**src/rtl/hpt_pkg.sv**
```systemverilog
// Shared constants, types and register codes of the heading PID turn controller.
`default_nettype none

package hpt_pkg;

    localparam int SUM_WIDTH      = 48;
    localparam int GAIN_FRAC_BITS = 32;
    localparam int GAIN_INT_BITS  = 8;
    localparam int GAIN_W         = GAIN_INT_BITS + GAIN_FRAC_BITS;

    localparam int HEAD_W  = 16;
    localparam int ERR_W   = HEAD_W + 1;
    localparam int DIFF_W  = ERR_W + 1;
    localparam int BAND_W  = 8;
    localparam int LIMIT_W = 15;
    localparam int DRIVE_W = 16;

    localparam int CFG_W      = GAIN_W;
    localparam int CFG_ADDR_W = 3;

    localparam int S_DATA_W = 24;
    localparam int M_DATA_W = 40;

    // Integral product is built from 24-bit slices of the error sum, high slice first
    localparam int CHUNK_W    = 24;
    localparam int SUM_CHUNKS = (SUM_WIDTH + CHUNK_W - 1) / CHUNK_W;
    localparam int SUM_EXT_W  = SUM_CHUNKS * CHUNK_W;
    localparam int NSTEPS     = SUM_CHUNKS + 2;
    localparam int STEP_W     = $clog2(NSTEPS);

    localparam int MUL_A_W = GAIN_W + 1;
    localparam int MUL_B_W = CHUNK_W + 1;
    localparam int PROD_W  = MUL_A_W + MUL_B_W;
    localparam int ACC_W   = SUM_WIDTH + GAIN_W + 2;
    localparam int IP_W    = ACC_W - GAIN_FRAC_BITS;

    localparam int QUEUE_DEPTH = 4;
    localparam int QPTR_W      = $clog2(QUEUE_DEPTH);
    localparam int QCNT_W      = QPTR_W + 1;

    localparam logic signed [HEAD_W-1:0] TARGET_RST = '0;
    localparam logic [GAIN_W-1:0]  GAIN_PROP_RST  = GAIN_W'(64'd1288490189);
    localparam logic [GAIN_W-1:0]  GAIN_INTEG_RST = GAIN_W'(64'd129);
    localparam logic [GAIN_W-1:0]  GAIN_DERIV_RST = GAIN_W'(64'd85899345920);
    localparam logic [BAND_W-1:0]  BAND_RST       = BAND_W'(1);
    localparam logic [LIMIT_W-1:0] LIMIT_RST      = LIMIT_W'(200);

    typedef enum logic [CFG_ADDR_W-1:0] {
        REG_TARGET = 3'd0,
        REG_KP     = 3'd1,
        REG_KI     = 3'd2,
        REG_KD     = 3'd3,
        REG_BAND   = 3'd4,
        REG_LIMIT  = 3'd5
    } reg_idx_t;

    typedef struct packed {
        logic signed [HEAD_W-1:0] target;
        logic [GAIN_W-1:0]        kp;
        logic [GAIN_W-1:0]        ki;
        logic [GAIN_W-1:0]        kd;
        logic [BAND_W-1:0]        band;
        logic [LIMIT_W-1:0]       limit;
    } cfg_t;

    typedef struct packed {
        logic signed [ERR_W-1:0]     err;
        logic signed [DIFF_W-1:0]    diff;
        logic signed [SUM_WIDTH-1:0] sum;
        logic                        settled;
    } item_t;

endpackage

`default_nettype wire

```
**src/rtl/hpt_queue.sv**
```systemverilog
// Short FIFO between the front end and the multiply back end.
`default_nettype none

module hpt_queue (
    input  wire logic     clk,
    input  wire logic     rst_n,
    input  wire logic     push,
    input  wire hpt_pkg::item_t push_item,
    output logic          full,
    input  wire logic     pop,
    output logic          head_valid,
    output hpt_pkg::item_t head_item
);

    hpt_pkg::item_t                  entry_reg [hpt_pkg::QUEUE_DEPTH];
    logic [hpt_pkg::QPTR_W-1:0]      wr_reg, rd_reg;
    logic [hpt_pkg::QCNT_W-1:0]      cnt_reg;
    logic                            do_pop;

    assign full       = cnt_reg == hpt_pkg::QCNT_W'(hpt_pkg::QUEUE_DEPTH);
    assign head_valid = cnt_reg != '0;
    assign head_item  = entry_reg[rd_reg];
    assign do_pop     = pop && head_valid;

    always_ff @(posedge clk)
    begin
        if (push)
            entry_reg[wr_reg] <= push_item;
    end

    always_ff @(posedge clk or negedge rst_n)
    begin
        if (!rst_n)
        begin
            wr_reg  <= '0;
            rd_reg  <= '0;
            cnt_reg <= '0;
        end
        else
        begin
            if (push)
                wr_reg <= wr_reg + 1'b1;
            if (do_pop)
                rd_reg <= rd_reg + 1'b1;
            if (push && !do_pop)
                cnt_reg <= cnt_reg + 1'b1;
            else if (do_pop && !push)
                cnt_reg <= cnt_reg - 1'b1;
        end
    end

endmodule

`default_nettype wire

```
**config.mk**
```make
export PLATFORM = sky130hd
export DESIGN_NAME = hpt_queue
export DESIGN_NICKNAME = d
export VERILOG_FILES = /design/src/rtl/hpt_pkg.sv /design/src/rtl/hpt_queue.sv
export SDC_FILE = /design/constraint.sdc
export NUM_CORES = 1
export LEC_CHECK = 0
export BUFFER_PORTS_ARGS = -buffer_cell sky130_fd_sc_hd__clkbuf_2
export CAP_MARGIN = 5
export CORE_MARGIN = 3
export CORE_UTILIZATION = 57
export CTS_CLUSTER_DIAMETER = 120
export DETAILED_ROUTE_END_ITERATION = 7
export GPL_ROUTABILITY_DRIVEN = 0
export GPL_TIMING_DRIVEN = 0
export PLACE_DENSITY_LB_ADDON = 0.08
export SLEW_MARGIN = 20
export SYNTH_ARGS = -nofsm -noshare
export SYNTH_HDL_FRONTEND = slang
export SYNTH_SLANG_ARGS = --single-unit
```
**constraint.sdc**
```tcl
create_clock -name clk -period 3.4 [get_ports clk]
set_input_delay 0.17 -clock clk [delete_from_list [all_inputs] [get_ports clk]]
set_output_delay 0.17 -clock clk [all_outputs]
set_load 0.05 [all_outputs]
```
==> Word-level counts from Yosys, hierarchy flattened <==
Memory sizes are Yosys's and may differ from the RTL's.
Index checks and enable logic that the tools add are counted.
Widths: inputs -> output; s select.
{ "op_classes": {"add_sub_neg": 4, "eq_ne": 1, "mux": 4, "reduce_logical": 7} }
{ "ops": {"columns": ["operator", "count"], "rows": [
  ["$mux 3", 2],
  ["$add 2x1->2 const B", 2],
  ["$add 3x1->3 const B", 1],
  ["$eq 3x3->1 const B", 1],
  ["$logic_and 1x1->1", 3],
  ["$reduce_bool 3->1", 1],
  ["$sub 3x1->3 const B", 1],
  ["$logic_not 1->1", 2],
  ["$mux 1", 2],
  ["$reduce_bool 2->1", 1]
]} }
{ "word_totals": {"reg_bits": 7, "ramBits": 336, "input_bits": 88, "out_inout_bits": 86, "mem_count": 1} }
{ "memory_table": {"columns": ["name", "depth", "width", "read_ports", "rd_ports_with_merged_regs", "wr", "line_no", "text"], "rows": [
  ["entry_reg", 4, 84, 1, 0, 1, "hpt_queue.sv:15", "hpt_pkg::item_t entry_reg [hpt_pkg::QUEUE_DEPTH];"]
]} }

==> Logic depth before layout (Yosys ltp) <==
Gate-level depths: netlist of the first run.
{ "logic_depth": {"ltp_word": 5, "ltp_mapped": 8, "mapped_depth_nobuf": 8} }

==> Worst setup path before layout of the first run <==
Ideal clock, no wire load.
{ "synth_path": {"path_type": "flip-flop to flip-flop", "from": "reg wr_reg[0] (netlist bit)", "to": "mem entry_reg[2][0] (netlist bit), enable pin", "setup_ns": 0.452, "arrival_ns": 2.568, "required_time_ns": 2.948, "slack_ns": 0.380, "path_stages_with_launch": 4, "synth_period_minus_slack_ns": 3.020, "path_cell_list": "dfrtp_1 -> inv_1 -> ha_1 -> and2_1"} }
{ "synth_lines": {"columns": ["item", "line_no", "text"], "rows": [
  ["start, declared", "hpt_queue.sv:16", "logic [hpt_pkg::QPTR_W-1:0] wr_reg, rd_reg;"],
  ["start signal, assigned", "hpt_queue.sv:42", "wr_reg <= wr_reg + 1'b1;"],
  ["end, declared", "hpt_queue.sv:15", null]
]} }
Straight into the memory's write port.

==> results.sh, run 1 <==
export IMPL_outcome="finished, final reports clean"
export IMPL_initial_core_util_pct=58.81
export IMPL_io_buffers=173
export IMPL_antennaDiodeCount=0
export IMPL_grt_ovfl_total=0
export IMPL_drt_pass1_iter_count=4
export IMPL_area_growth_pct=27.11
export IMPL_synth_compound_area_share_pct=0.03986
export IMPL_routed_wirelength_mm=22.69
export IMPL_core_area_sq_um=21350
export IMPL_clockBufferDepth=3
export IMPL_finalNonFillerCells=1075
export IMPL_cp_arrival_ns=2.20
export IMPL_synth_fa_ha_area_share_pct=0.6576
export IMPL_yosys_warnings=0
export IMPL_total_power_uw=15540
export IMPL_synthMuxAreaShare_pct=15.16
export IMPL_cts_made_buffers=35
export IMPL_die_h_um=154.4
export IMPL_synth_most_common_cell="edfxtp_1"
export IMPL_finalSetupViolCount=0
export IMPL_fin_crit_ns=2.368
export IMPL_required_ns=3.23
export IMPL_crit_path_start_kind="register"
export IMPL_maxCapViolCount=0
export IMPL_layout_nets=870
export IMPL_post_cts_setup_buffers=0
export IMPL_hold_worst_slack_ns=0.03991
export IMPL_fmax_mhz=422.3
export IMPL_critical_path_max_fanout=10
export IMPL_grt_setup_unrepaired="false"
export IMPL_hp_class="primary input to async pin"
export IMPL_cts_tree="yes"
export IMPL_fin_util_pct=74.75
export IMPL_crit_chain="buf_2 -> buf_2 -> mux4_2 -> clkbuf_2"
export IMPL_worstMarginPinSlew_ns=0.6954
export IMPL_h_tree_depth=2
export IMPL_vias=5951
export IMPL_slew_violations=0
export IMPL_wire_per_inst_um=21.10
export IMPL_ys_flop_type="edfxtp_1"
export IMPL_yosysUniqueCellTypes=22
export IMPL_viasPerCell=5.536
export IMPL_netlist_top_cells_count="edfxtp_1, mux4_2, dfrtp_1"
export IMPL_min_period_over_period_pct=69.65
export IMPL_dieArea_sq_um=23850
export IMPL_finalClockSkew_ns=0.01285
export IMPL_cp_slowest_stage_delay_ns=0.42
export IMPL_synth_largest_area_cell="edfxtp_1"
export IMPL_antenna_found_initial=0
export IMPL_drtIter0Drc=294
export IMPL_crit_slowest_cell="dfrtp_1"
export IMPL_async_reset_ff_share_pct=2.041
export IMPL_crit_start="rd_reg[1]"
export IMPL_dpl_hpwl_mm=13.60
export IMPL_grt_max_degree=48
export IMPL_synth_top_family_by_area="multiplexers"
export IMPL_grt_pass1_wl_mm=35.89
export IMPL_synth_top_area_share_pct=80.35
export IMPL_cp_common_cell="buf_2"
export IMPL_clk_latency_ns=0.50
export IMPL_synth_yosys_seq_area_share_pct=81.75
export IMPL_route_detailed_drc=0
export IMPL_critPathTopFamily="buffers and inverters"
export IMPL_groute_usage_overall_pct=19.61
export IMPL_root_buffer="clkbuf_16"
export IMPL_syn_avg_cell_area_sq_um=26.55
export IMPL_syn_area_sq_um=12560
export IMPL_hold_viol=0
export IMPL_drive_gt1_share_pct=41.63
export IMPL_cp_buffers_inverters=3
export IMPL_rr_startpoint="cnt_reg[0]"
export IMPL_syn_num_nets=567
export IMPL_peakVddDrop_mv=0.7541
export IMPL_synth_edf_count=336
export IMPL_ys_seq_elements=343
export IMPL_largest_reg_flops=336
export IMPL_synth_simple_gate_area_share_pct=0.4384
export IMPL_die_x_um=154.4
export IMPL_cts_sinks=343
export IMPL_grt_pass1_vias=6471
export IMPL_max_slew_margin_pct=53.64
export IMPL_powerDensity_nw_per_um2=973.8
export IMPL_p_leak_uw=0.005628
export IMPL_synthXorXnorAreaFrac_pct=0.4185
export IMPL_path_clk_slew_ns=0.06
export IMPL_syn_instance_count=473
export IMPL_place_inst=927
export IMPL_rows=53
export IMPL_critPathKind="register to output pin"
export IMPL_crit_path_end_kind="output pin"
export IMPL_ant_nets=0
export IMPL_ys_top_cells_by_area="edfxtp_1, mux4_2, dfrtp_1"
export IMPL_io_pins=174
==> logic make-up after synthesis <==
| logic type | after synthesis |
|---|---|
| xor gates and xnor gates | 6 |
| DFF | 343 |
| buffers and inverters | 22 |
| adders and majority gates | 6 |
| and+or+nand+nor | 10 |
| AOI/OAI and AO/OA | 1 |
| muxes | 85 |
==> final timing paths <==
kind | cells past startpoint | slack [ns] | end
min in group clk | 2 | 0.43 | entry_reg[2][0]
setup reg to reg | 8 | 1.16 | cnt_reg[2]
setup / recovery | 4 | 1.03 | head_item[29]
max in group asynchronous | 2 | 3.19 | cnt_reg[1]
hold reg to reg | 1 | 0.50 | cnt_reg[2]
hold / removal | 2 | 0.04 | cnt_reg[0]
==> cells in the final DEF (no fill, tap or decap) <==
master         netlist  routed
edfxtp_1           336     336
clkbuf_2             0     173
dlygate4sd3_1        0      87
mux4_2              84      84
clkbuf_16            0      38
clkbuf_1             1      10
buf_12               5       8
dfrtp_1              7       7
buf_2                6       6
ha_1                 5       5
buf_4                4       4
and2_4               0       4
clkinv_2             0       4
bufinv_16            0       4
inv_1                3       3
xnor2_1              3       3
xor2_1               3       3
clkinv_1             0       3
buf_16               0       3
buf_1                2       2
nand2_1              2       2
clkbuf_8             0       2
buf_6                1       1
or3_1                1       1
nor3b_1              1       1
mux2_2               1       1
o21ai_0              1       1
nand3_1              1       1
nor2_1               1       1
fa_1                 1       1
clkinvlp_4           0       1
==> final cells by class <==
cell class                      instances  area, sq um
Multi-Input combinational cell        108         2108
Fill cell                            1237         5391
Inverter                                3        11.26
Timing Repair Buffer                  266         1879
Clock buffer                           49         1012
Buffer                                 19        182.7
Sequential cell                       343        10260
Clock inverter                         12        158.9
Tap cell                              275        344.1
==> power breakdown <==
| group | leakage, uW | switching [uW] | total [uW] | internal [uW] |
|---|---|---|---|---|
| Sequential | 0.00317 | 184 | 5710 | 5530 |
| Clock | 0.000570 | 1450 | 3820 | 2380 |
| Combinational | 0.00189 | 4100 | 6010 | 1900 |
==> layer usage <==
metal,GRT usage (%),vias up,wire [um]
met4,5.509,0,382
met1,26.28,3084,9172
met3,4.253,32,1182
li1,-,2655,-
met2,33.26,180,11950
met5,0,-,0
==> per-stage QoR <==
step	setup WS, ns	TNS (ns)	instance area [sq um]
global placement	-1.077	-351.93	13770
finish	1.032	0	15960
global route	0.9322	0	15960
CTS	0.9484	0	15960
detailed placement	1.185	0	13920
floorplan	0.3799	0	12560
==> what timing repair did <==
item,CTS,global route
resized for setup,0,0
endpoints found under the hold margin,347,0
hold buffers,87,0
No activity file was read; power rests on OpenSTA's default activity.
==> run 2: changes to the inputs <==
- CORE_UTILIZATION: 57 -> 51
- clock period: 3.4 -> 2.1 ns (I/O delays scaled with it)
==> results.sh, run 2 (synthesized netlist as in run 1, its figures left out) <==
export IMPL_min_period_over_period_pct=103.0
export IMPL_finalSetupViolCount=31
export IMPL_powerDensity_nw_per_um2=1592
export IMPL_slew_violations=0
export IMPL_p_leak_uw=0.005796
export IMPL_fillers=1493
export IMPL_root_buffer="clkbuf_16"
export IMPL_viasPerCell=5.318
export IMPL_largest_reg_flops=336
export IMPL_groute_usage_overall_pct=18.26
export IMPL_worstMarginPinSlew_ns=0.7204
export IMPL_initial_core_util_pct=52.71
export IMPL_area_growth_pct=31.60
export IMPL_layout_commonest_cell="edfxtp_1"
export IMPL_cts_made_buffers=35
export IMPL_io_buffers=173
export IMPL_hold_viol=0
export IMPL_wire_per_inst_um=21.06
export IMPL_grt_max_degree=45
export IMPL_layout_common_cells="edfxtp_1, clkbuf_2, dlygate4sd3_1"
export IMPL_antennaDiodeCount=0
export IMPL_finalClockSkew_ns=0.01026
export IMPL_max_slew_margin_pct=51.98
export IMPL_vias=5993
export IMPL_setup_tns_ns=-0.5648
export IMPL_h_tree_depth=2
export IMPL_maxCapViolCount=0
export IMPL_grt_ovfl_total=0
export IMPL_crit_path_end_kind="output pin"
export IMPL_outcome="finished, violations left"
export IMPL_dp_slack_ns=-0.02791
export IMPL_required_ns=2.00
export IMPL_violations="setup timing"
export IMPL_drtIter0Drc=398
export IMPL_grt_pass1_wl_mm=36.60
export IMPL_cts_sinks=343
export IMPL_dpl_hpwl_mm=13.71
export IMPL_hold_worst_slack_ns=0.3597
export IMPL_rows=56
export IMPL_route_detailed_drc=0
export IMPL_grt_setup_unrepaired="true"
export IMPL_fmax_mhz=462.4
export IMPL_critical_path_max_fanout=11
export IMPL_core_area_sq_um=23820
export IMPL_crit_path_start_kind="register"
export IMPL_timing_final_ws_setup_ns=-0.06254
export IMPL_routed_wirelength_mm=23.73
export IMPL_peakVddDrop_mv=0.9576
export IMPL_die_x_um=162.9
export IMPL_critPathKind="register to output pin"
export IMPL_fin_crit_ns=2.163
export IMPL_antenna_found_initial=0
export IMPL_drt_pass1_iter_count=4
export IMPL_grt_pass1_vias=6543
export IMPL_hp_class="primary input to register"
export IMPL_clockBufferDepth=3
export IMPL_drive_gt1_share_pct=42.82
export IMPL_dieArea_sq_um=26540
export IMPL_total_power_uw=26310
export IMPL_die_h_um=162.9
export IMPL_io_pins=174
export IMPL_cp_arrival_ns=2.06
export IMPL_path_clk_slew_ns=0.06
export IMPL_layout_nets=882
export IMPL_clk_latency_ns=0.50
export IMPL_ant_nets=0
export IMPL_cts_tree="yes"
## run 2: cell type report
class	instances	area, sq um	share of cell area, %
tap	319	399.1	2.415
buffer	19	224.0	1.355
sequential	343	10270	62.13
clock buffer	44	952.2	5.762
clock inverter	13	57.56	0.3483
timing repair buffer	278	2481	15.01
inverter	3	11.26	0.06815
multi-input combinational	108	2133	12.91
## run 2: through the flow
stage          util, %  cells  cell area, sq um
4_1_cts          68.77   1122             16380
3_5_place_dp     58.71    971             13990
2_1_floorplan        -    473             12570
6_report         69.36   1127             16520
3_3_place_gp     58.06    965             13830
5_1_grt          69.36   1127             16520
## run 2: critical path, cell delays in order, from the launching register on
cell	delay [ns]
dfrtp_1	0.34
buf_6	0.15
buf_12	0.17
buf_12	0.16
mux4_2	0.56
buf_8	0.18
## run 2: report_power, final
group          switching [uW]  total (uW)  internal [uW]
logic                    6990       11600           4580
registers                 283        9230           8950
clock network            2320        5510           3180
total                    9590       26300          16700
## run 2: final timing paths
path	startpoint	to	slack (ns)	cells past startpoint
max in group asynchronous	rst_n	cnt_reg[0]	1.27	3
hold reg to reg	wr_reg[0]	wr_reg[0]	0.54	1
setup reg to reg	cnt_reg[1]	cnt_reg[2]	0.08	8
hold / removal	push_item[12]	entry_reg[3][12]	0.36	2
setup / recovery	rd_reg[0]	head_item[46]	-0.06	5
min in group asynchronous	rst_n	cnt_reg[0]	0.57	3
## run 2: what timing repair did
| item | CTS | global route |
|---|---|---|
| hold buffers | 88 | 0 |
| hold endpoints to repair | 347 | 0 |
| setup buffers | 6 | 4 |
| endpoints found under the setup margin | 80 | 83 |
| cloned | 0 | 1 |
| gates resized for setup | 123 | 64 |
| pin swaps | 0 | 3 |
## run 2: metal layers
metal	global-route usage, %	wire (um)	vias to the layer above
li1	-	-	2669
met1	24.04	9541	3114
met2	30.79	12280	165
met3	4.145	1375	45
met4	5.729	533	0
met5	0	0	-
