<file path="config.mk">
export PLATFORM = sky130hd
export DESIGN_NAME = hpt_front
export DESIGN_NICKNAME = d
export VERILOG_FILES = /design/src/rtl/hpt_pkg.sv /design/src/rtl/hpt_front.sv
export SDC_FILE = /design/constraint.sdc
export NUM_CORES = 1
export LEC_CHECK = 0
export BUFFER_PORTS_ARGS = -buffer_cell sky130_fd_sc_hd__buf_4
export CORE_UTILIZATION = 49
export DETAILED_ROUTE_END_ITERATION = 12
export PLACE_DENSITY = 0.71
export SLEW_MARGIN = 20
export SYNTH_ARGS = -nofsm -noshare
export SYNTH_HDL_FRONTEND = slang
export SYNTH_SLANG_ARGS = --single-unit
</file>
<file path="constraint.sdc">
create_clock -name clk -period 8.72 [get_ports clk]
set_clock_uncertainty 0.1 [all_clocks]
set_input_delay 0.436 -clock clk [delete_from_list [all_inputs] [get_ports clk]]
set_output_delay 0.436 -clock clk [all_outputs]
set_load 0.005 [all_outputs]
</file>
<file path="src/rtl/hpt_pkg.sv">
// Shared constants, types and register codes of the heading PID turn controller.
`default_nettype none

package hpt_pkg;

    localparam int SUM_WIDTH      = 48;
    localparam int GAIN_FRAC_BITS = 32;
    localparam int GAIN_INT_BITS  = 8;
    localparam int GAIN_W         = GAIN_INT_BITS + GAIN_FRAC_BITS;

    localparam int HEAD_W  = 16;
    localparam int ERR_W   = HEAD_W + 1;
    localparam int DIFF_W  = ERR_W + 1;
    localparam int BAND_W  = 8;
    localparam int LIMIT_W = 15;
    localparam int DRIVE_W = 16;

    localparam int CFG_W      = GAIN_W;
    localparam int CFG_ADDR_W = 3;

    localparam int S_DATA_W = 24;
    localparam int M_DATA_W = 40;

    // Integral product is built from 24-bit slices of the error sum, high slice first
    localparam int CHUNK_W    = 24;
    localparam int SUM_CHUNKS = (SUM_WIDTH + CHUNK_W - 1) / CHUNK_W;
    localparam int SUM_EXT_W  = SUM_CHUNKS * CHUNK_W;
    localparam int NSTEPS     = SUM_CHUNKS + 2;
    localparam int STEP_W     = $clog2(NSTEPS);

    localparam int MUL_A_W = GAIN_W + 1;
    localparam int MUL_B_W = CHUNK_W + 1;
    localparam int PROD_W  = MUL_A_W + MUL_B_W;
    localparam int ACC_W   = SUM_WIDTH + GAIN_W + 2;
    localparam int IP_W    = ACC_W - GAIN_FRAC_BITS;

    localparam int QUEUE_DEPTH = 4;
    localparam int QPTR_W      = $clog2(QUEUE_DEPTH);
    localparam int QCNT_W      = QPTR_W + 1;

    localparam logic signed [HEAD_W-1:0] TARGET_RST = '0;
    localparam logic [GAIN_W-1:0]  GAIN_PROP_RST  = GAIN_W'(64'd1288490189);
    localparam logic [GAIN_W-1:0]  GAIN_INTEG_RST = GAIN_W'(64'd129);
    localparam logic [GAIN_W-1:0]  GAIN_DERIV_RST = GAIN_W'(64'd85899345920);
    localparam logic [BAND_W-1:0]  BAND_RST       = BAND_W'(1);
    localparam logic [LIMIT_W-1:0] LIMIT_RST      = LIMIT_W'(200);

    typedef enum logic [CFG_ADDR_W-1:0] {
        REG_TARGET = 3'd0,
        REG_KP     = 3'd1,
        REG_KI     = 3'd2,
        REG_KD     = 3'd3,
        REG_BAND   = 3'd4,
        REG_LIMIT  = 3'd5
    } reg_idx_t;

    typedef struct packed {
        logic signed [HEAD_W-1:0] target;
        logic [GAIN_W-1:0]        kp;
        logic [GAIN_W-1:0]        ki;
        logic [GAIN_W-1:0]        kd;
        logic [BAND_W-1:0]        band;
        logic [LIMIT_W-1:0]       limit;
    } cfg_t;

    typedef struct packed {
        logic signed [ERR_W-1:0]     err;
        logic signed [DIFF_W-1:0]    diff;
        logic signed [SUM_WIDTH-1:0] sum;
        logic                        settled;
    } item_t;

endpackage

`default_nettype wire

</file>
<file path="src/rtl/hpt_front.sv">
// Front end: takes samples, forms error, saturating sum and difference, flags settle.
`default_nettype none

module hpt_front (
    input  wire logic                                 clk,
    input  wire logic                                 rst_n,
    input  wire logic                                 s_tvalid,
    output logic                                      s_tready,
    input  wire logic [hpt_pkg::S_DATA_W-1:0]         s_tdata,
    input  wire logic signed [hpt_pkg::HEAD_W-1:0]    target,
    input  wire logic [hpt_pkg::BAND_W-1:0]           band,
    input  wire logic                                 q_full,
    output logic                                      push,
    output hpt_pkg::item_t                            push_item
);

    localparam int SW = hpt_pkg::SUM_WIDTH;

    logic signed [SW-1:0]                  sum_reg, sum_next;
    logic signed [hpt_pkg::ERR_W-1:0]      prev_reg;
    logic signed [hpt_pkg::HEAD_W-1:0]     sample;
    logic                                  restart;
    logic signed [hpt_pkg::ERR_W-1:0]      err, prev_base;
    logic [hpt_pkg::ERR_W-1:0]             err_mag;
    logic signed [SW-1:0]                  sum_base;
    logic signed [SW:0]                    sum_wide;
    logic signed [hpt_pkg::DIFF_W-1:0]     diff;

    assign sample   = s_tdata[hpt_pkg::HEAD_W-1:0];
    assign restart  = s_tdata[hpt_pkg::HEAD_W];
    assign s_tready = !q_full;
    assign push     = s_tvalid && s_tready;

    always_comb
    begin
        sum_base  = restart ? '0 : sum_reg;
        prev_base = restart ? '0 : prev_reg;
        err       = hpt_pkg::ERR_W'(target) - hpt_pkg::ERR_W'(sample);
        err_mag   = err[hpt_pkg::ERR_W-1] ? hpt_pkg::ERR_W'(-err) : err;
        sum_wide  = (SW+1)'(sum_base) + (SW+1)'(err);
        // clamp on signed overflow of the accumulated error
        if (sum_wide[SW] != sum_wide[SW-1])
            sum_next = sum_wide[SW] ? {1'b1, {(SW-1){1'b0}}} : {1'b0, {(SW-1){1'b1}}};
        else
            sum_next = sum_wide[SW-1:0];
        diff = hpt_pkg::DIFF_W'(err) - hpt_pkg::DIFF_W'(prev_base);

        push_item.err     = err;
        push_item.diff    = diff;
        push_item.sum     = sum_next;
        push_item.settled = err_mag <= hpt_pkg::ERR_W'(band);
    end

    always_ff @(posedge clk or negedge rst_n)
    begin
        if (!rst_n)
        begin
            sum_reg  <= '0;
            prev_reg <= '0;
        end
        else if (push)
        begin
            sum_reg  <= sum_next;
            prev_reg <= err;
        end
    end

endmodule

`default_nettype wire

</file>
# After elaboration in Yosys (flattened, before gate mapping)
# Cells that the tools add are included.
[op_classes]
muxes = 5
addsub = 4
n_reduce_logical = 2
eq_ne = 1
magnitude_cmp = 1
[ops]
columns = ["operator", "n"]
rows = [
  ["two-way mux 48 bit", 3],
  ["adder 48 x 17 -> 49 bit", 1],
  ["two-way mux 17 bit", 2],
  ["subtractor 17 x 17 -> 18 bit", 1],
  ["less-or-equal comparator 17 x 8 -> 1 bit", 1],
  ["negator 17 bit", 1],
  ["subtractor 16 x 16 -> 17 bit", 1],
  ["logical AND 1 bit", 1],
  ["logical NOT 1 bit", 1],
  ["inequality test 1 bit", 1],
]
[word_totals]
output_inout_bits = 86
inputBits = 52
reg_bits = 65

# Logic depth before layout (Yosys ltp)
# Gate-level depths: netlist (run 1).
[depth]
word_depth = 4
mapped_depth = 28

# Worst setup path before layout (run 1)
# Ideal clock, no wire load.
[synth_timing]
path_kind = "input port to output port"
start = "in s_tdata[2] (netlist bit)"
end = "out push_item[42] (netlist bit)"
slack_ns = 2.069
path_stages = 26
required_time_ns = 8.184
arrival_ns = 6.115
path_cell_list = "inv_1 > ha_1 > nor2b_1 > o31a_1 > o31ai_4 > a21oi_4 > inv_2 > buf_4 > buf_2 > clkbuf_1 > clkbuf_1 > buf_1 > ha_1 > clkbuf_1 > nand3b_1 > nor4_1 > nor3_1 > a211o_1 > o21ai_2 > nand3_1 > a211o_1 > o31ai_4 > buf_6 > buf_2 > nand2_2 > a31oi_1"
[synth_lines]
columns = ["element", "line_no", "source"]
rows = [
  ["start, declared", "hpt_front.sv:9", "input wire logic [hpt_pkg::S_DATA_W-1:0] s_tdata,"],
  ["end, declared", "hpt_front.sv:14", "output hpt_pkg::item_t push_item"],
]

==> metrics, run 1 <==
met2 wire len 12.73 mm; wire length of the first global-routing pass 44.08 mm; Total Wirelength 27.33 mm; Synth Warn # 0; share of final-layout standard cells stronger than drive strength 1 15.65%; Yosys top cell area share 18.63%; WS Path Type input pin to primary output; worst path cell trace buf_4 -> ha_1 -> fa_1 -> nor2b_1 -> o31a_1 -> o311ai_1 -> a211oi_1 -> nor2_1 -> xor2_1 -> inv_1 -> ha_1 -> and4_1 -> and3_1 -> nand4_1 -> a31oi_1 -> o311ai_2 -> o211ai_2 -> a311oi_4 -> or3_1 -> nand3_2 -> buf_4 -> nand2_2 -> a31oi_1 -> buf_4; first-iteration detailed-routing DRC count 739; Detailed Routing Iterations Pass 1 8; total routing usage reported by global routing 30.52%; critical path depth in cells 24; most frequently used flop master after synthesis sky130_fd_sc_hd__dfrtp_1; Seq/Total Area, Yosys 18.63%; area of the placeable core 17360 um2; Static Leakage 4.555 nW; maximum number of pins on one net before global-route repair 68; shortest clock period the worst path allows after layout 7.481 ns; Largest register FFs 48; metal1 wirelength 12.24 mm; placer's final routability congestion estimate 0.9324; total clock buffers created by CTS 9; post-DP HPWL 19.97 mm; clock latency of the later-clocked register in the worst-skew pair 0.35 ns; Peak VDD IR 0.0001532 V; worst-case register-to-register setup slack 4.00 ns; Port-buffer cells 130; non-filler instance count after layout 1522; Clock H-tree levels 3; cell count after placement 1506; number of design rule violations left after detail routing 0; Final Hold Fails 0; count of buffers added by post-CTS timing repair for setup 0; number of flops mapped to enable cells by yosys 0; die area 18360 um2; slew at the pin with the worst max-slew slack 0.9555 ns; total nets after synthesis 1322; delay contributed by the slowest stage of the critical path 0.55 ns; Starting Density 50.31%; vias in the first global route 8473; worst reg-to-reg path cell count 15; async set or reset register ratio after synthesis 100.0%; Vias per Instance 5.963; cell area power density 263.0 nW/um2; Critical Path Sink Type primary output; sort of element at the start of the critical path input pin; flops & latches, synth 65; number of standard cells after synthesis 1200; GRT Residual Overflow 0; summed instance area of the synthesized netlist 8732 um2; number of antenna violations at the first check in global routing 0; largest delay contributor family on the critical path compound AO/OA/AOI/OAI gates; CTS clock-pin slew for the worst setup and hold paths 0.06 ns; Tot Pwr 0.002657 W; row count 48; # diodes 0; Routed met3 length 1.493 mm; max-slew violation total from the final report 0; TNS Setup 0 ns; fillers 1695; count of endpoints failing setup in the final report 0; outcome completed; largest fanout on the critical path 50; synth-to-layout area growth 15.68%; worst-path cell with the longest stage delay sky130_fd_sc_hd__buf_4; WP data required 8.18 ns; Max Cap Viol 0; Clock Path Buffers 2; overall die width 135.5 um; antenna viol nets, final 0; max-slew headroom at the worst pin 35.49%; number of placed I/O pins 138; final worst path period share 85.79%; drt wl/cell 17.96 um; CP most frequent cell sky130_fd_sc_hd__buf_4; CTS hold repair buffers 0; RSZ-0062 raised after global routing false; library cell used as clock root buffer sky130_fd_sc_hd__clkbuf_16; worst min path class input pin to async pin; TritonCTS clock tree built; count of instances resized after the clock tree is built 0; Avg Synthesized Cell Area 7.277 um2; max layer used met4; biggest area contributors in the synthesized netlist sky130_fd_sc_hd__dfrtp_1 19%, sky130_fd_sc_hd__ha_1 9.6%, sky130_fd_sc_hd__nor2_1 5.7%; vias post-DR 9076; hold slack final 0.1010 ns; sum of buffers and inverters on the critical path 4; Die Ht 135.5 um; Final Net Count 1414; Peak Freq 133.7 MHz; crit path DAT 6.94 ns; number of distinct library cells after synthesis 83; post-synthesis cell type with the largest combined area sky130_fd_sc_hd__dfrtp_1; Sinks on Clock Net 65
## final timing paths
check | from | end
setup / recovery | s_tdata[0] | push_item[42]
hold / removal | rst_n | sum_reg[6]
setup reg to reg | sum_reg[15] | sum_reg[17]
hold reg to reg | prev_reg[5] | prev_reg[5]
max in group asynchronous | rst_n | prev_reg[11]
min in group clk | prev_reg[5] | prev_reg[5]
## cells in the mapped netlist (all sizes together), types with 15 or more instances
cell type and count:
buf 31, a21o 22, ha 67, nand2b 31
a31oi 15, nor3 31, clkbuf 31, nor2b 49
nor2 133, nand3 24, dfrtp 65, inv 71
o21ai 105, nand2 108, a21oi 95, xnor2 55
xor2 20
## cells in the final DEF, fill, tap and decap left out, types with 11 or more instances in the layout
| cell | count |
|---|---|
| sky130_fd_sc_hd__nor2b_1 | 49 |
| sky130_fd_sc_hd__nand4_1 | 13 |
| sky130_fd_sc_hd__nand2b_1 | 31 |
| sky130_fd_sc_hd__o21ai_0 | 68 |
| sky130_fd_sc_hd__a31oi_1 | 15 |
| sky130_fd_sc_hd__xor2_1 | 19 |
| sky130_fd_sc_hd__or3_1 | 13 |
| sky130_fd_sc_hd__nor2_1 | 132 |
| sky130_fd_sc_hd__ha_1 | 67 |
| sky130_fd_sc_hd__mux2_2 | 11 |
| sky130_fd_sc_hd__xnor2_1 | 55 |
| sky130_fd_sc_hd__dfrtp_1 | 65 |
| sky130_fd_sc_hd__a211oi_1 | 11 |
| sky130_fd_sc_hd__o21a_1 | 13 |
| sky130_fd_sc_hd__nand3_1 | 23 |
| sky130_fd_sc_hd__buf_4 | 142 |
| sky130_fd_sc_hd__inv_1 | 69 |
| sky130_fd_sc_hd__o21ai_1 | 35 |
| sky130_fd_sc_hd__and2_1 | 13 |
| sky130_fd_sc_hd__a21oi_1 | 94 |
| sky130_fd_sc_hd__a21o_1 | 22 |
| sky130_fd_sc_hd__and3_1 | 11 |
| sky130_fd_sc_hd__nor3_1 | 31 |
| sky130_fd_sc_hd__o22ai_1 | 12 |
| sky130_fd_sc_hd__nand2_1 | 106 |
## through the flow
| step | setup slack, ns | util (%) | area [um2] |
|---|---|---|---|
| floorplan | 2.069 | - | 8732 |
| global placement | 1.456 | 56.57 | 9818 |
| detailed placement | 1.469 | 56.57 | 9818 |
| CTS | 1.385 | 58.20 | 10100 |
| global route | 1.011 | 58.20 | 10100 |
| finish | 1.239 | 58.20 | 10100 |
## worst reg2reg max path: cells and delay by family, from the launching register on
kind	cells	cell delay, ns
adders and majority gates	1	0.40
AOI/OAI and AO/OA	6	1.67
buffers and inverters	2	0.82
DFF	1	0.37
and+or+nand+nor	6	1.28
## per-layer routing
layer  global-route usage, %  vias to the layer above
met5                       0                        -
met4                   12.80                        0
met3                   3.180                       57
met2                   49.94                      301
met1                   40.83                     4229
li1                        -                     4489
## cells by family (layout without fill, tap and decap cells)
kind of cell / after synthesis / in the layout / synth area share [%]
DFF: 65 / 65 / 18.63
muxes: 20 / 20 / 2.465
AOI/OAI and AO/OA: 373 / 373 / 28.31
buffers and inverters: 133 / 230 / 6.305
xor gates and xnor gates: 75 / 75 / 7.609
and+or+nand+nor: 457 / 457 / 25.55
adders and majority gates: 77 / 77 / 11.13
## power by group
group | leakage (nW) | internal [W] | switching, W
combinational | 3.62 | 0.000803 | 0.000966
sequential | 0.802 | 0.000410 | 0.000117
clock | 0.137 | 0.000207 | 0.000154
total | 4.56 | 0.00142 | 0.00124
## area by class of cell
class	instances	area [um2]	share of cell area [%]
Sequential cell	65	1627	16.10
Clock buffer	11	252.7	2.502
Clock inverter	5	30.03	0.2973
Tap cell	225	281.5	2.787
Timing Repair Buffer	143	1086	10.75
Inverter	71	266.5	2.638
Multi-Input combinational cell	1002	6558	64.92
Power figures use the tool's default switching activity.
==> run 2: changes to the inputs <==
Settings changed: CORE_ASPECT_RATIO set to 0.6.
==> run 2 against run 1 <==
Effect of this change:
- fmax decreased by 0.13%
- non-clock buffer count unchanged
- critical endpoint unchanged
- wire length increased by 3.2%
- sequential share of layout area about the same
- critical path depth increased by 3
- largest cell class unchanged
- via count increased by 2.3%
- cell count increased by 0.53%
==> metrics, run 2 (synthesized netlist as in run 1, its figures left out) <==
outcome completed (unchanged); max-slew violation total from the final report 0 (unchanged); net load switching power 0.001283 W (was 0.001237 W); number of placed I/O pins 138 (unchanged); hold slack final 0.1268 ns (was 0.1010 ns); Vias per Instance 6.067 (was 5.963); Clock Path Buffers 2 (unchanged); placer's final routability congestion estimate 0.9491 (was 0.9324); Total Wirelength 28.20 mm (was 27.33 mm); Post-Route Utilization 58.64% (was 58.20%); number of antenna violations at the first check in global routing 0 (unchanged); area taken by multi-input logic gates 6558 um2 (unchanged); sequential cell area 1627 um2 (unchanged); max-slew headroom at the worst pin 33.53% (was 35.49%); internal power consumption 0.001463 W (was 0.001420 W); count of endpoints failing setup in the final report 0 (unchanged); maximum number of pins on one net before global-route repair 82 (was 68); TNS Setup 0 ns (unchanged); Detailed Routing Iterations Pass 1 6 (was 8); Peak Freq 133.5 MHz (was 133.7 MHz); TritonCTS clock tree built (unchanged); Die Ht 105.4 um (was 135.5 um); share of total power in the clock network 14.5% (was 13.6%); Clock H-tree levels 3 (unchanged); area of the placeable core 17270 um2 (was 17360 um2); final non-filler cell area 10130 um2 (was 10100 um2); overall die width 174.3 um (was 135.5 um); highest-count cells in the layout ignoring fill and taps 143 x sky130_fd_sc_hd__buf_4, 132 x sky130_fd_sc_hd__nor2_1, 106 x sky130_fd_sc_hd__nand2_1, 94 x sky130_fd_sc_hd__a21oi_1, 69 x sky130_fd_sc_hd__inv_1 (was 142 x sky130_fd_sc_hd__buf_4, 132 x sky130_fd_sc_hd__nor2_1, 106 x sky130_fd_sc_hd__nand2_1, 94 x sky130_fd_sc_hd__a21oi_1, 69 x sky130_fd_sc_hd__inv_1); share of final-layout standard cells stronger than drive strength 1 15.59% (was 15.65%); GRT Residual Overflow 0 (unchanged); drt wl/cell 18.43 um (was 17.96 um); Sinks on Clock Net 65 (unchanged); library cell used as clock root buffer sky130_fd_sc_hd__clkbuf_16 (unchanged); Static Leakage 4.567 nW (was 4.555 nW); clock latency of the later-clocked register in the worst-skew pair 0.35 ns (about the same); antenna viol nets, final 0 (unchanged); shortest clock period the worst path allows after layout 7.491 ns (was 7.481 ns); Max Cap Viol 0 (unchanged); Final Net Count 1414 (unchanged); total routing usage reported by global routing 30.82% (was 30.52%); slew at the pin with the worst max-slew slack 0.9900 ns (was 0.9555 ns); count of instances resized after the clock tree is built 0 (unchanged); largest fanout on the critical path 11 (was 50); sort of element at the start of the critical path input pin (unchanged); most common cell after layout, fill and taps aside sky130_fd_sc_hd__buf_4 (unchanged); die area 18380 um2 (was 18360 um2); CTS clock-pin slew for the worst setup and hold paths 0.06 ns (about the same); Port-buffer cells 130 (unchanged); post-DP HPWL 20.90 mm (was 19.97 mm); wire length of the first global-routing pass 45.26 mm (was 44.08 mm); # diodes 0 (unchanged); fillers 1690 (was 1695); total clock buffers created by CTS 9 (unchanged); row count 37 (was 48); vias in the first global route 8378 (was 8473); Peak VDD IR 0.0001575 V (was 0.0001532 V); first-iteration detailed-routing DRC count 965 (was 739); vias post-DR 9282 (was 9076); WS Path Type input pin to primary output (unchanged); Critical Path Sink Type primary output (unchanged); CTS hold repair buffers 0 (unchanged); proportion of power drawn by combinational gates 66.2% (was 66.6%); Starting Density 50.57% (was 50.31%); synth-to-layout area growth 15.96% (was 15.68%); crit path DAT 6.95 ns (was 6.94 ns); number of design rule violations left after detail routing 0 (unchanged); Final Hold Fails 0 (unchanged); fraction of power consumed by sequential logic 19.3% (was 19.8%); cell area power density 271.2 nW/um2 (was 263.0 nW/um2); final worst path period share 85.90% (was 85.79%); RSZ-0062 raised after global routing false (unchanged); worst min path class input pin to async pin (unchanged); DP Area 9817 um2 (was 9818 um2); Largest register FFs 48 (unchanged); Sw Share 46.73% (was 46.55%); WP data required 8.18 ns (about the same); count of buffers added by post-CTS timing repair for setup 0 (unchanged)
[run 2: critical path, cell delays in order]
cell,delay [ns]
sky130_fd_sc_hd__buf_4,0.09
sky130_fd_sc_hd__inv_1,0.04
sky130_fd_sc_hd__ha_1,0.27
sky130_fd_sc_hd__nor2b_1,0.13
sky130_fd_sc_hd__o21a_1,0.17
sky130_fd_sc_hd__o21ai_0,0.25
sky130_fd_sc_hd__a21oi_1,0.27
sky130_fd_sc_hd__o211ai_1,0.28
sky130_fd_sc_hd__a31oi_1,0.17
sky130_fd_sc_hd__a21o_1,0.20
sky130_fd_sc_hd__a21oi_1,0.16
sky130_fd_sc_hd__xor2_1,0.41
sky130_fd_sc_hd__inv_1,0.17
sky130_fd_sc_hd__ha_1,0.44
sky130_fd_sc_hd__and4_1,0.31
sky130_fd_sc_hd__nand3b_1,0.13
sky130_fd_sc_hd__nor4_1,0.30
sky130_fd_sc_hd__nor3_1,0.09
sky130_fd_sc_hd__a211o_1,0.34
sky130_fd_sc_hd__o21ai_2,0.24
sky130_fd_sc_hd__nand3_1,0.19
sky130_fd_sc_hd__a211o_1,0.40
sky130_fd_sc_hd__o31ai_4,0.57
sky130_fd_sc_hd__buf_4,0.30
sky130_fd_sc_hd__nand2_2,0.15
sky130_fd_sc_hd__a31oi_1,0.27
sky130_fd_sc_hd__buf_4,0.16
[run 2: area by class of cell]
cell class                 instances  area share (%)
inverter                          71           2.632
tap                              234           2.891
multi-input combinational       1002           64.76
timing repair buffer             143           10.60
clock inverter                     6          0.8279
clock buffer                       9           2.224
sequential                        65           16.06
[run 2: metrics by stage]
step / cells / total power, W / setup slack, ns
after floorplan: 1200 / 0.001664 / 2.069
after global placement: 1515 / 0.002274 / 1.561
after detailed placement: 1515 / 0.002302 / 1.471
after CTS: 1530 / 0.002713 / 1.451
after global routing: 1530 / 0.002959 / 0.9049
final: 1530 / 0.002746 / 1.229
[run 2: power groups by stage]
| stage | registers (W) | logic, W | clock network, W |
|---|---|---|---|
| after floorplan | 0.000468 | 0.00120 | 0 |
| after global placement | 0.000526 | 0.00175 | 0 |
| after detailed placement | 0.000529 | 0.00177 | 0 |
| after CTS | 0.000524 | 0.00179 | 0.000401 |
| after global routing | 0.000546 | 0.00200 | 0.000415 |
| final | 0.000530 | 0.00182 | 0.000399 |
[run 2: path summary, 6_finish.rpt]
check                                 start       endpoint  slack, ns  cells after the start
worst max-delay path             s_tdata[1]  push_item[42]       1.23                     27
worst min-delay path                  rst_n    sum_reg[27]       0.13                      1
worst max register to register  sum_reg[15]    sum_reg[45]       4.20                     14
worst min register to register  sum_reg[16]    sum_reg[16]       0.38                      2
max in group asynchronous             rst_n   prev_reg[13]       7.79                      1
min in group clk                sum_reg[16]    sum_reg[16]       0.38                      2
[run 2: layer usage]
layer	wire [um]	vias to the layer above	track usage [%]	part of all wire, %
met2	10640	475	40.61	38
met4	401	0	5.890	1.4
met3	2802	36	5.988	9.9
li1	-	4483	-	-
met5	0	-	0	0
met1	14360	4288	49.93	51
